[src/nearest_palette_color_mapper_defines.svh]
// ----------------------------------------------------------------------------
// nearest_palette_color_mapper_defines
// Assertion macros used by the mapper top level.
// ----------------------------------------------------------------------------
`ifndef NEAREST_PALETTE_COLOR_MAPPER_DEFINES_SVH
`define NEAREST_PALETTE_COLOR_MAPPER_DEFINES_SVH

// same-cycle implication
`define NPCM_ASSERT_IMP(lbl, clk, rst_n, ante, cons) \
    lbl: assert property (@(posedge clk) disable iff (!(rst_n)) (ante) |-> (cons)) \
        else $error("npcm assertion failed");

// next-cycle implication
`define NPCM_ASSERT_NXT(lbl, clk, rst_n, ante, cons) \
    lbl: assert property (@(posedge clk) disable iff (!(rst_n)) (ante) |=> (cons)) \
        else $error("npcm assertion failed");

`endif

[src/npcm_pkg.sv]
// ----------------------------------------------------------------------------
// npcm_pkg
// Types and constants of the nearest palette color mapper.
// ----------------------------------------------------------------------------
`timescale 1ns / 1ps

package npcm_pkg;

    localparam int NUM_ENTRIES  = 4;
    localparam int PALETTE_SIZE = 4;
    localparam int NUM_CH       = 3;
    localparam int CH_W         = 8;
    localparam int COLOR_W      = NUM_CH * CH_W;
    localparam int SQ_W         = 2 * CH_W;
    localparam int DIST_W       = 18;
    localparam int IDX_W        = 3;
    localparam int CFG_IDX_W    = 3;
    localparam int CFG_DATA_W   = COLOR_W;

    localparam logic [IDX_W-1:0] NONE_INDEX = 3'd4;

    localparam logic [CFG_IDX_W-1:0] REG_PAL0  = 3'd0;
    localparam logic [CFG_IDX_W-1:0] REG_PAL1  = 3'd1;
    localparam logic [CFG_IDX_W-1:0] REG_PAL2  = 3'd2;
    localparam logic [CFG_IDX_W-1:0] REG_PAL3  = 3'd3;
    localparam logic [CFG_IDX_W-1:0] REG_LIMIT = 3'd4;

    localparam logic [COLOR_W-1:0] PAL0_RESET  = 24'd5801852;
    localparam logic [COLOR_W-1:0] PAL1_RESET  = 24'd14803425;
    localparam logic [COLOR_W-1:0] PAL2_RESET  = 24'd16777020;
    localparam logic [COLOR_W-1:0] PAL3_RESET  = 24'd8109492;
    localparam logic [DIST_W-1:0]  LIMIT_RESET = 18'd65025;

    typedef logic [COLOR_W-1:0] t_color;

    typedef struct packed {
        t_color [NUM_ENTRIES-1:0] palette;
        logic [DIST_W-1:0]        limit;
    } t_cfg;

    typedef struct packed {
        logic                                  valid;
        logic [PALETTE_SIZE-1:0][DIST_W-1:0]  sq_dist;
    } t_dist_beat;

endpackage

[src/npcm_pixel_if.sv]
// ----------------------------------------------------------------------------
// npcm_pixel_if
// Pixel input channel: valid/ready with three 8-bit channels.
// ----------------------------------------------------------------------------
`timescale 1ns / 1ps

interface npcm_pixel_if;
    logic                      valid;
    logic                      ready;
    logic [npcm_pkg::CH_W-1:0] pixel_ch0;
    logic [npcm_pkg::CH_W-1:0] pixel_ch1;
    logic [npcm_pkg::CH_W-1:0] pixel_ch2;

    modport source (output valid, pixel_ch0, pixel_ch1, pixel_ch2, input ready);
    modport sink   (input valid, pixel_ch0, pixel_ch1, pixel_ch2, output ready);
endinterface

[src/npcm_result_if.sv]
// ----------------------------------------------------------------------------
// npcm_result_if
// Result channel: valid/ready with mapped color and matched index.
// ----------------------------------------------------------------------------
`timescale 1ns / 1ps

interface npcm_result_if;
    logic                       valid;
    logic                       ready;
    logic [npcm_pkg::CH_W-1:0]  mapped_ch0;
    logic [npcm_pkg::CH_W-1:0]  mapped_ch1;
    logic [npcm_pkg::CH_W-1:0]  mapped_ch2;
    logic [npcm_pkg::IDX_W-1:0] matched_index;

    modport source (output valid, mapped_ch0, mapped_ch1, mapped_ch2, matched_index,
                    input ready);
    modport sink   (input valid, mapped_ch0, mapped_ch1, mapped_ch2, matched_index,
                    output ready);
endinterface

[src/npcm_cfg_regs.sv]
// ----------------------------------------------------------------------------
// npcm_cfg_regs
// Palette and distance limit registers behind the write port.
// ----------------------------------------------------------------------------
`timescale 1ns / 1ps

module npcm_cfg_regs (
    input  logic                                i_clk,
    input  logic                                i_rst_n,
    input  logic                                i_cfg_we,
    input  logic [npcm_pkg::CFG_IDX_W-1:0]      i_cfg_idx,
    input  logic [npcm_pkg::CFG_DATA_W-1:0]     i_cfg_data,
    output npcm_pkg::t_cfg                      o_cfg
);

    npcm_pkg::t_cfg r_cfg;
    npcm_pkg::t_cfg n_cfg;

    always_comb begin
        n_cfg = r_cfg;
        if (i_cfg_we) begin
            unique case (i_cfg_idx)
                npcm_pkg::REG_PAL0:  n_cfg.palette[0] = i_cfg_data;
                npcm_pkg::REG_PAL1:  n_cfg.palette[1] = i_cfg_data;
                npcm_pkg::REG_PAL2:  n_cfg.palette[2] = i_cfg_data;
                npcm_pkg::REG_PAL3:  n_cfg.palette[3] = i_cfg_data;
                npcm_pkg::REG_LIMIT: n_cfg.limit = i_cfg_data[npcm_pkg::DIST_W-1:0];
                default:             n_cfg = r_cfg;
            endcase
        end
    end

    always_ff @(posedge i_clk) begin
        if (!i_rst_n) begin
            r_cfg.palette[0] <= npcm_pkg::PAL0_RESET;
            r_cfg.palette[1] <= npcm_pkg::PAL1_RESET;
            r_cfg.palette[2] <= npcm_pkg::PAL2_RESET;
            r_cfg.palette[3] <= npcm_pkg::PAL3_RESET;
            r_cfg.limit      <= npcm_pkg::LIMIT_RESET;
        end else begin
            r_cfg <= n_cfg;
        end
    end

    assign o_cfg = r_cfg;

endmodule

[src/npcm_dist_pipe.sv]
// ----------------------------------------------------------------------------
// npcm_dist_pipe
// Three-stage squared distance pipe: abs diff, square, channel sum.
// ----------------------------------------------------------------------------
`timescale 1ns / 1ps

module npcm_dist_pipe (
    input  logic                  i_clk,
    input  logic                  i_rst_n,
    input  npcm_pkg::t_cfg        i_cfg,
    npcm_pixel_if.sink            i_pix,
    output npcm_pkg::t_dist_beat  o_dist,
    input  logic                  i_dist_ready
);

    localparam int P  = npcm_pkg::PALETTE_SIZE;
    localparam int C  = npcm_pkg::NUM_CH;
    localparam int W  = npcm_pkg::CH_W;
    localparam int SW = npcm_pkg::SQ_W;
    localparam int DW = npcm_pkg::DIST_W;

    logic                         r_s1_valid;
    logic                         r_s2_valid;
    logic                         r_s3_valid;
    logic [P-1:0][C-1:0][W-1:0]   r_s1_diff;
    logic [P-1:0][C-1:0][SW-1:0]  r_s2_sq;
    logic [P-1:0][DW-1:0]         r_s3_dist;

    logic [P-1:0][C-1:0][W-1:0]   n_s1_diff;
    logic [P-1:0][C-1:0][SW-1:0]  n_s2_sq;
    logic [P-1:0][DW-1:0]         n_s3_dist;
    logic [C-1:0][W-1:0]          pix;

    logic s1_ready;
    logic s2_ready;
    logic s3_ready;

    assign s3_ready    = !r_s3_valid || i_dist_ready;
    assign s2_ready    = !r_s2_valid || s3_ready;
    assign s1_ready    = !r_s1_valid || s2_ready;
    assign i_pix.ready = s1_ready;

    assign pix[0] = i_pix.pixel_ch0;
    assign pix[1] = i_pix.pixel_ch1;
    assign pix[2] = i_pix.pixel_ch2;

    always_comb begin
        for (int e = 0; e < P; e++) begin
            for (int c = 0; c < C; c++) begin
                if (pix[c] > i_cfg.palette[e][c*W +: W]) begin
                    n_s1_diff[e][c] = pix[c] - i_cfg.palette[e][c*W +: W];
                end else begin
                    n_s1_diff[e][c] = i_cfg.palette[e][c*W +: W] - pix[c];
                end
            end
        end
    end

    always_comb begin
        for (int e = 0; e < P; e++) begin
            for (int c = 0; c < C; c++) begin
                n_s2_sq[e][c] = SW'(r_s1_diff[e][c]) * SW'(r_s1_diff[e][c]);
            end
        end
    end

    always_comb begin
        for (int e = 0; e < P; e++) begin
            n_s3_dist[e] = DW'(r_s2_sq[e][0]) + DW'(r_s2_sq[e][1]) + DW'(r_s2_sq[e][2]);
        end
    end

    always_ff @(posedge i_clk) begin
        if (!i_rst_n) begin
            r_s1_valid <= 1'b0;
            r_s2_valid <= 1'b0;
            r_s3_valid <= 1'b0;
        end else begin
            if (s1_ready) r_s1_valid <= i_pix.valid;
            if (s2_ready) r_s2_valid <= r_s1_valid;
            if (s3_ready) r_s3_valid <= r_s2_valid;
        end
    end

    always_ff @(posedge i_clk) begin
        if (s1_ready) r_s1_diff <= n_s1_diff;
        if (s2_ready) r_s2_sq   <= n_s2_sq;
        if (s3_ready) r_s3_dist <= n_s3_dist;
    end

    assign o_dist.valid   = r_s3_valid;
    assign o_dist.sq_dist = r_s3_dist;

endmodule

[src/npcm_select.sv]
// ----------------------------------------------------------------------------
// npcm_select
// Picks the nearest entry under the limit and holds the result beat.
// ----------------------------------------------------------------------------
`timescale 1ns / 1ps

module npcm_select (
    input  logic                  i_clk,
    input  logic                  i_rst_n,
    input  npcm_pkg::t_cfg        i_cfg,
    input  npcm_pkg::t_dist_beat  i_dist,
    output logic                  o_dist_ready,
    npcm_result_if.source         o_res
);

    localparam int W = npcm_pkg::CH_W;

    logic                           r_valid;
    npcm_pkg::t_color               r_color;
    logic [npcm_pkg::IDX_W-1:0]     r_index;

    npcm_pkg::t_color               n_color;
    logic [npcm_pkg::IDX_W-1:0]     n_index;
    logic [npcm_pkg::DIST_W-1:0]    best;
    logic                           stage_ready;

    assign stage_ready  = !r_valid || o_res.ready;
    assign o_dist_ready = stage_ready;

    // strict compare keeps the lower index on ties
    always_comb begin
        best    = i_cfg.limit;
        n_color = '0;
        n_index = npcm_pkg::NONE_INDEX;
        for (int e = 0; e < npcm_pkg::PALETTE_SIZE; e++) begin
            if (i_dist.sq_dist[e] < best) begin
                best    = i_dist.sq_dist[e];
                n_color = i_cfg.palette[e];
                n_index = npcm_pkg::IDX_W'(e);
            end
        end
    end

    always_ff @(posedge i_clk) begin
        if (!i_rst_n) begin
            r_valid <= 1'b0;
        end else if (stage_ready) begin
            r_valid <= i_dist.valid;
        end
    end

    always_ff @(posedge i_clk) begin
        if (stage_ready) begin
            r_color <= n_color;
            r_index <= n_index;
        end
    end

    assign o_res.valid         = r_valid;
    assign o_res.mapped_ch0    = r_color[0*W +: W];
    assign o_res.mapped_ch1    = r_color[1*W +: W];
    assign o_res.mapped_ch2    = r_color[2*W +: W];
    assign o_res.matched_index = r_index;

endmodule

[src/nearest_palette_color_mapper.sv]
// ----------------------------------------------------------------------------
// nearest_palette_color_mapper
// Pipeline: registered diff, square, sum and select stages, pixel beat to result beat.
// Throughput: one pixel per cycle; each stage stalls only when it and all
// stages after it hold beats and the result is not taken.
// Reset: synchronous active low; clears pipe valids, loads default palette
// and limit. No clearing pass.
// ----------------------------------------------------------------------------
`timescale 1ns / 1ps
`include "nearest_palette_color_mapper_defines.svh"

module nearest_palette_color_mapper (
    input  logic                             i_clk,
    input  logic                             i_rst_n,
    input  logic                             i_cfg_we,
    input  logic [npcm_pkg::CFG_IDX_W-1:0]   i_cfg_idx,
    input  logic [npcm_pkg::CFG_DATA_W-1:0]  i_cfg_data,
    npcm_pixel_if.sink                       i_pix,
    npcm_result_if.source                    o_res
);

    npcm_pkg::t_cfg        cfg;
    npcm_pkg::t_dist_beat  dist_beat;
    logic                  dist_ready;

    npcm_cfg_regs u_cfg (
        .i_clk      (i_clk),
        .i_rst_n    (i_rst_n),
        .i_cfg_we   (i_cfg_we),
        .i_cfg_idx  (i_cfg_idx),
        .i_cfg_data (i_cfg_data),
        .o_cfg      (cfg)
    );

    npcm_dist_pipe u_dist (
        .i_clk        (i_clk),
        .i_rst_n      (i_rst_n),
        .i_cfg        (cfg),
        .i_pix        (i_pix),
        .o_dist       (dist_beat),
        .i_dist_ready (dist_ready)
    );

    npcm_select u_sel (
        .i_clk        (i_clk),
        .i_rst_n      (i_rst_n),
        .i_cfg        (cfg),
        .i_dist       (dist_beat),
        .o_dist_ready (dist_ready),
        .o_res        (o_res)
    );

    // no match gives black
    `NPCM_ASSERT_IMP(a_none_black, i_clk, i_rst_n,
        o_res.valid && (o_res.matched_index == npcm_pkg::NONE_INDEX),
        (o_res.mapped_ch0 == '0) && (o_res.mapped_ch1 == '0) && (o_res.mapped_ch2 == '0))

    `NPCM_ASSERT_IMP(a_index_range, i_clk, i_rst_n, o_res.valid,
        (o_res.matched_index == npcm_pkg::NONE_INDEX) ||
        (o_res.matched_index < npcm_pkg::IDX_W'(npcm_pkg::PALETTE_SIZE)))

    // input backpressure only when the whole pipe is full behind a stalled result
    `NPCM_ASSERT_IMP(a_full_stall, i_clk, i_rst_n, !i_pix.ready,
        o_res.valid && !o_res.ready && dist_beat.valid)

endmodule
[src/flat_wrapper.sv]
// flat-port wrapper written by rule: the top's interface ports become plain ports
module nearest_palette_color_mapper_flat 
  (i_clk, i_rst_n, i_cfg_we, i_cfg_idx, i_cfg_data, i_pix_valid, i_pix_pixel_ch0, i_pix_pixel_ch1, i_pix_pixel_ch2, i_pix_ready, o_res_valid, o_res_mapped_ch0, o_res_mapped_ch1, o_res_mapped_ch2, o_res_matched_index, o_res_ready);
  npcm_pixel_if i_pix_i ();
  npcm_result_if o_res_i ();
  input  logic i_clk;
  input  logic i_rst_n;
  input  logic i_cfg_we;
  input  logic [npcm_pkg::CFG_IDX_W-1:0] i_cfg_idx;
  input  logic [npcm_pkg::CFG_DATA_W-1:0] i_cfg_data;
  input wire logic [$bits(i_pix_i.valid)-1:0] i_pix_valid;
  input wire logic [$bits(i_pix_i.pixel_ch0)-1:0] i_pix_pixel_ch0;
  input wire logic [$bits(i_pix_i.pixel_ch1)-1:0] i_pix_pixel_ch1;
  input wire logic [$bits(i_pix_i.pixel_ch2)-1:0] i_pix_pixel_ch2;
  output wire logic [$bits(i_pix_i.ready)-1:0] i_pix_ready;
  output wire logic [$bits(o_res_i.valid)-1:0] o_res_valid;
  output wire logic [$bits(o_res_i.mapped_ch0)-1:0] o_res_mapped_ch0;
  output wire logic [$bits(o_res_i.mapped_ch1)-1:0] o_res_mapped_ch1;
  output wire logic [$bits(o_res_i.mapped_ch2)-1:0] o_res_mapped_ch2;
  output wire logic [$bits(o_res_i.matched_index)-1:0] o_res_matched_index;
  input wire logic [$bits(o_res_i.ready)-1:0] o_res_ready;
  assign i_pix_i.valid = i_pix_valid;
  assign i_pix_i.pixel_ch0 = i_pix_pixel_ch0;
  assign i_pix_i.pixel_ch1 = i_pix_pixel_ch1;
  assign i_pix_i.pixel_ch2 = i_pix_pixel_ch2;
  assign i_pix_ready = i_pix_i.ready;
  assign o_res_valid = o_res_i.valid;
  assign o_res_mapped_ch0 = o_res_i.mapped_ch0;
  assign o_res_mapped_ch1 = o_res_i.mapped_ch1;
  assign o_res_mapped_ch2 = o_res_i.mapped_ch2;
  assign o_res_matched_index = o_res_i.matched_index;
  assign o_res_i.ready = o_res_ready;
  nearest_palette_color_mapper u_core (.i_clk(i_clk), .i_rst_n(i_rst_n), .i_cfg_we(i_cfg_we), .i_cfg_idx(i_cfg_idx), .i_cfg_data(i_cfg_data), .i_pix(i_pix_i), .o_res(o_res_i));
endmodule
[config.mk]
export PLATFORM = sky130hd
export DESIGN_NAME = nearest_palette_color_mapper_flat
export DESIGN_NICKNAME = d
export VERILOG_FILES = /design/src/npcm_pkg.sv /design/src/npcm_pixel_if.sv /design/src/npcm_result_if.sv /design/src/npcm_cfg_regs.sv /design/src/npcm_dist_pipe.sv /design/src/npcm_select.sv /design/src/nearest_palette_color_mapper.sv /design/src/flat_wrapper.sv
export VERILOG_INCLUDE_DIRS = /design/src /design/src/src
export SDC_FILE = /design/constraint.sdc
export NUM_CORES = 2
export LEC_CHECK = 0
export BUFFER_PORTS_ARGS = -buffer_cell sky130_fd_sc_hd__buf_2
export CORE_MARGIN = 2
export CORE_UTILIZATION = 51
export CTS_BUF_LIST = sky130_fd_sc_hd__clkbuf_8
export CTS_CLUSTER_DIAMETER = 50
export DETAILED_ROUTE_END_ITERATION = 12
export PLACE_DENSITY_LB_ADDON = 0.12
export SYNTH_ARGS = -nofsm -noshare
export SYNTH_HDL_FRONTEND = slang
export SYNTH_SLANG_ARGS = --single-unit
[constraint.sdc]
create_clock -name i_clk -period 11.1 [get_ports i_clk]
set_input_delay 2.22 -clock i_clk [delete_from_list [all_inputs] [get_ports i_clk]]
set_output_delay 2.22 -clock i_clk [all_outputs]
set_load 0.1 [all_outputs]
==> results.yml <==
outcome:
  status: "finished, final reports clean"
route:
  wirelength_um: 124100
  drt-vias-per-instance: 5.440
  drt_iter0_drc: 2192
  ant_nets: 0
  drc: 0
  avgRoutedWirePerCell_um: 19.70
  dr.pass1.iters: 6
  via_count: 34270
grt:
  first_global_vias: 33780
  antenna_found_initial: 19
  grt_pass1_wl_um: 194300
  grt_max_degree: 77
  track_usage: 0.2589
  grt.overflow.total: 0
synth:
  synth_cell_types: 68
  synth_area_leaders: "edfxtp_1 (23%), ha_1 (17%), fa_1 (16%)"
  synth_top_area_cell: "edfxtp_1"
  yosysTopAreaCellShare: 0.2333
  seq_area_frac_synth: 0.2822
  syn_area_per_cell_um2: 9.924
  synth_async_sr_flop_share: 0
  synth-seq-cells: 493
  yosysMostFrequentCell: "inv_1"
  synthCells: 4864
  synthTopCellsByCount: "inv_1 (715), ha_1 (660), nand2_1 (456)"
  ys.flop_type: "edfxtp_1"
  synth_edf_count: 375
  yosys_warnings: 0
  synth_area_um2: 48270
clocking:
  clock_latency_ps: 740
  path_clk_slew_ps: 70
  clock_path_buffers: 3
  tritoncts: "yes"
  clock_tree.root_cell: "clkbuf_8"
  clock_sinks: 493
  htree_levels: 3
  cts_made_buffers: 98
  post_cts_buffers: 0
  hold_buffers: 0
placed_design:
  gp_congestion: 0.9349
  port_buffers: 84
  place_hpwl_um: 99140
  dp.cells: 6118
timing:
  min_period_ps: 10410
  fin_hold_ws_ps: 470.8
  fmax_ghz: 0.09610
  fin_tns_setup_ps: 0
  fin_skew_ps: 55.73
  relSlewSlack: 0.2170
  finalHoldViolCount: 0
  rsz0062_at_grt: "no"
  tightestPinTransition_ps: 1172
  finalSetupViolCount: 0
  slew_viol_final: 0
  min_period_over_period: 0.9375
floorplan:
  die-area_um2: 97120
  rows: 112
  fp.coreArea_um2: 93610
  pin_count: 85
  start_util: 0.5157
  die_w_um: 311.6
  die_height_um: 311.6
cells_and_area:
  syn2layout_area_growth_pct: 7.978
  drive_above_1_share: 0.06603
  nFillCells: 8616
  finalNonFillerCells: 6299
  nNetsFinal: 6068
setup_path:
  r2r-start: "u_core.u_cfg.o_cfg[4]$_SDFFE_PN0P_"
  ff2ff_setup_slack_ps: 690
  start_kind: "register"
  critical_path.max_fanout: 36
  endpoint_kind: "register"
  r2r_end: "u_core.u_sel.r_color[23]$_DFFE_PP_"
  required_ps: 11600
  arrival_ps: 10900
  critPathBufInv: 4
  cp_slowest_cell: "or4_1"
  cp_top_family: "compound AO/OA/AOI/OAI gates"
  worstSetupPathType: "register to register"
  r2r_cells: 42
  cp_slowest_stage_delay_ps: 520
worst_hold_path:
  hold_end: "u_core.u_cfg.o_cfg[41]$_SDFFE_PN0P_"
  min_path_type: "register to register"
  min_delay_path_depth: 2
  worstHoldStart: "u_core.u_cfg.o_cfg[41]$_SDFFE_PN0P_"
run:
  cap_violations: 0
-- routing by layer --
metal | up-vias | track usage | share of wire
met1 | 16710 | 0.3747 | 0.47
met2 | 806 | 0.4110 | 0.45
met5 | - | 0 | 0.00038
met3 | 172 | 0.03301 | 0.053
met4 | 8 | 0.06720 | 0.027
li1 | 16580 | - | -
-- per-stage QoR --
step / instance area [um2] / setup slack [ps] / util
3_3_place_gp: 50120 / 441.6 / 0.5354
4_1_cts: 52110 / 253.6 / 0.5567
3_5_place_dp: 50120 / 340.0 / 0.5354
5_1_grt: 52120 / 104.2 / 0.5568
6_report: 52120 / 693.8 / 0.5568
2_1_floorplan: 48310 / 2428 / -
-- worst max-delay path by stage --
| stage | from | to | slack (ps) | depth (start not counted) |
|---|---|---|---|---|
| floorplan | u_core.u_dist.o_dist[7]$_DFFE_PP_ | u_core.u_sel.o_res.matched_index[0]$_SDFFCE_PP1P_ | 2430 | 47 |
| global placement | u_core.u_dist.o_dist[4]$_DFFE_PP_ | u_core.u_sel.o_res.matched_index[1]$_SDFFCE_PP1P_ | 440 | 41 |
| detailed placement | u_core.u_dist.o_dist[7]$_DFFE_PP_ | u_core.u_sel.o_res.matched_index[1]$_SDFFCE_PP1P_ | 340 | 41 |
| CTS | u_core.u_dist.o_dist[7]$_DFFE_PP_ | u_core.u_sel.r_color[23]$_DFFE_PP_ | 250 | 41 |
| global route | u_core.u_dist.o_dist[7]$_DFFE_PP_ | u_core.u_sel.r_color[20]$_DFFE_PP_ | 100 | 41 |
| finish | u_core.u_cfg.o_cfg[4]$_SDFFE_PN0P_ | u_core.u_sel.r_color[23]$_DFFE_PP_ | 690 | 42 |
-- area by class of cell --
class / count / area (um2) / share of cell area
clock buffers: 102 / 1404 / 0.02693
inverters: 715 / 2689 / 0.05159
repair buffers: 112 / 633.1 / 0.01215
diodes: 2 / 5.005 / 0.00009602
multi-input cells: 3544 / 31610 / 0.6064
well taps: 1254 / 1569 / 0.03010
flip-flops and latches: 493 / 13620 / 0.2614
clock inverters: 77 / 590.6 / 0.01133
-- logic make-up after synthesis --
kind of cell    Yosys count  share of synthesized area
xor+xnor                323                    0.05861
compound gates          868                     0.1152
flops                   493                     0.2822
buf+inv                 838                    0.06581
other cells               1                 0.00007769
fa+ha+maj              1048                     0.3320
mux                     130                    0.02882
simple gates           1163                     0.1172
-- worst reg2reg max path: cells and delay by family, from the launching register on --
| family | cells | cell delay, ps |
|---|---|---|
| buffers and inverters | 4 | 930 |
| multiplexers | 1 | 370 |
| flip-flops | 1 | 380 |
| AND/OR/NAND/NOR | 12 | 2270 |
| adder cells (fa/ha/maj) | 4 | 1140 |
| AO/OA/AOI/OAI | 21 | 5060 |
-- state kept, by name (all words and copies together), names as in the netlist --
register                          cells
u_core.u_cfg.o_cfg                  114
u_core.u_sel.o_res.matched_index      3
u_core.u_sel.o_res.valid              1
u_core.u_dist.r_s1_diff              96
u_core.u_dist.r_s1_valid              1
u_core.u_dist.o_dist                 72
u_core.u_dist.r_s3_valid              1
u_core.u_dist.r_s2_sq               180
u_core.u_dist.r_s2_valid              1
u_core.u_sel.r_color                 24
-- cell usage in the layout, fill, tap and decap left out, types with 83 or more instances in the layout --
| cell | Yosys | routed |
|---|---|---|
| nand2_1 | 456 | 453 |
| inv_1 | 715 | 737 |
| o211ai_1 | 100 | 100 |
| ha_1 | 660 | 660 |
| buf_2 | 7 | 83 |
| a21oi_1 | 276 | 275 |
| dfxtp_1 | 118 | 118 |
| edfxtp_1 | 375 | 375 |
| mux2i_1 | 85 | 85 |
| o21ai_0 | 145 | 145 |
| fa_1 | 388 | 388 |
| xor2_1 | 89 | 89 |
| xnor2_1 | 234 | 234 |
| nor2b_1 | 104 | 104 |
| and2_1 | 161 | 160 |
| clkbuf_8 | 0 | 102 |
| nor2_1 | 173 | 171 |
-- repair_timing --
action,CTS,global route
endpoints found under the setup margin,0,27
endpoints found under the hold margin,0,0
resized for setup,0,2
Power is not shown: default switching activity piles up to over one toggle a cycle in this logic, so the estimate is an artifact.
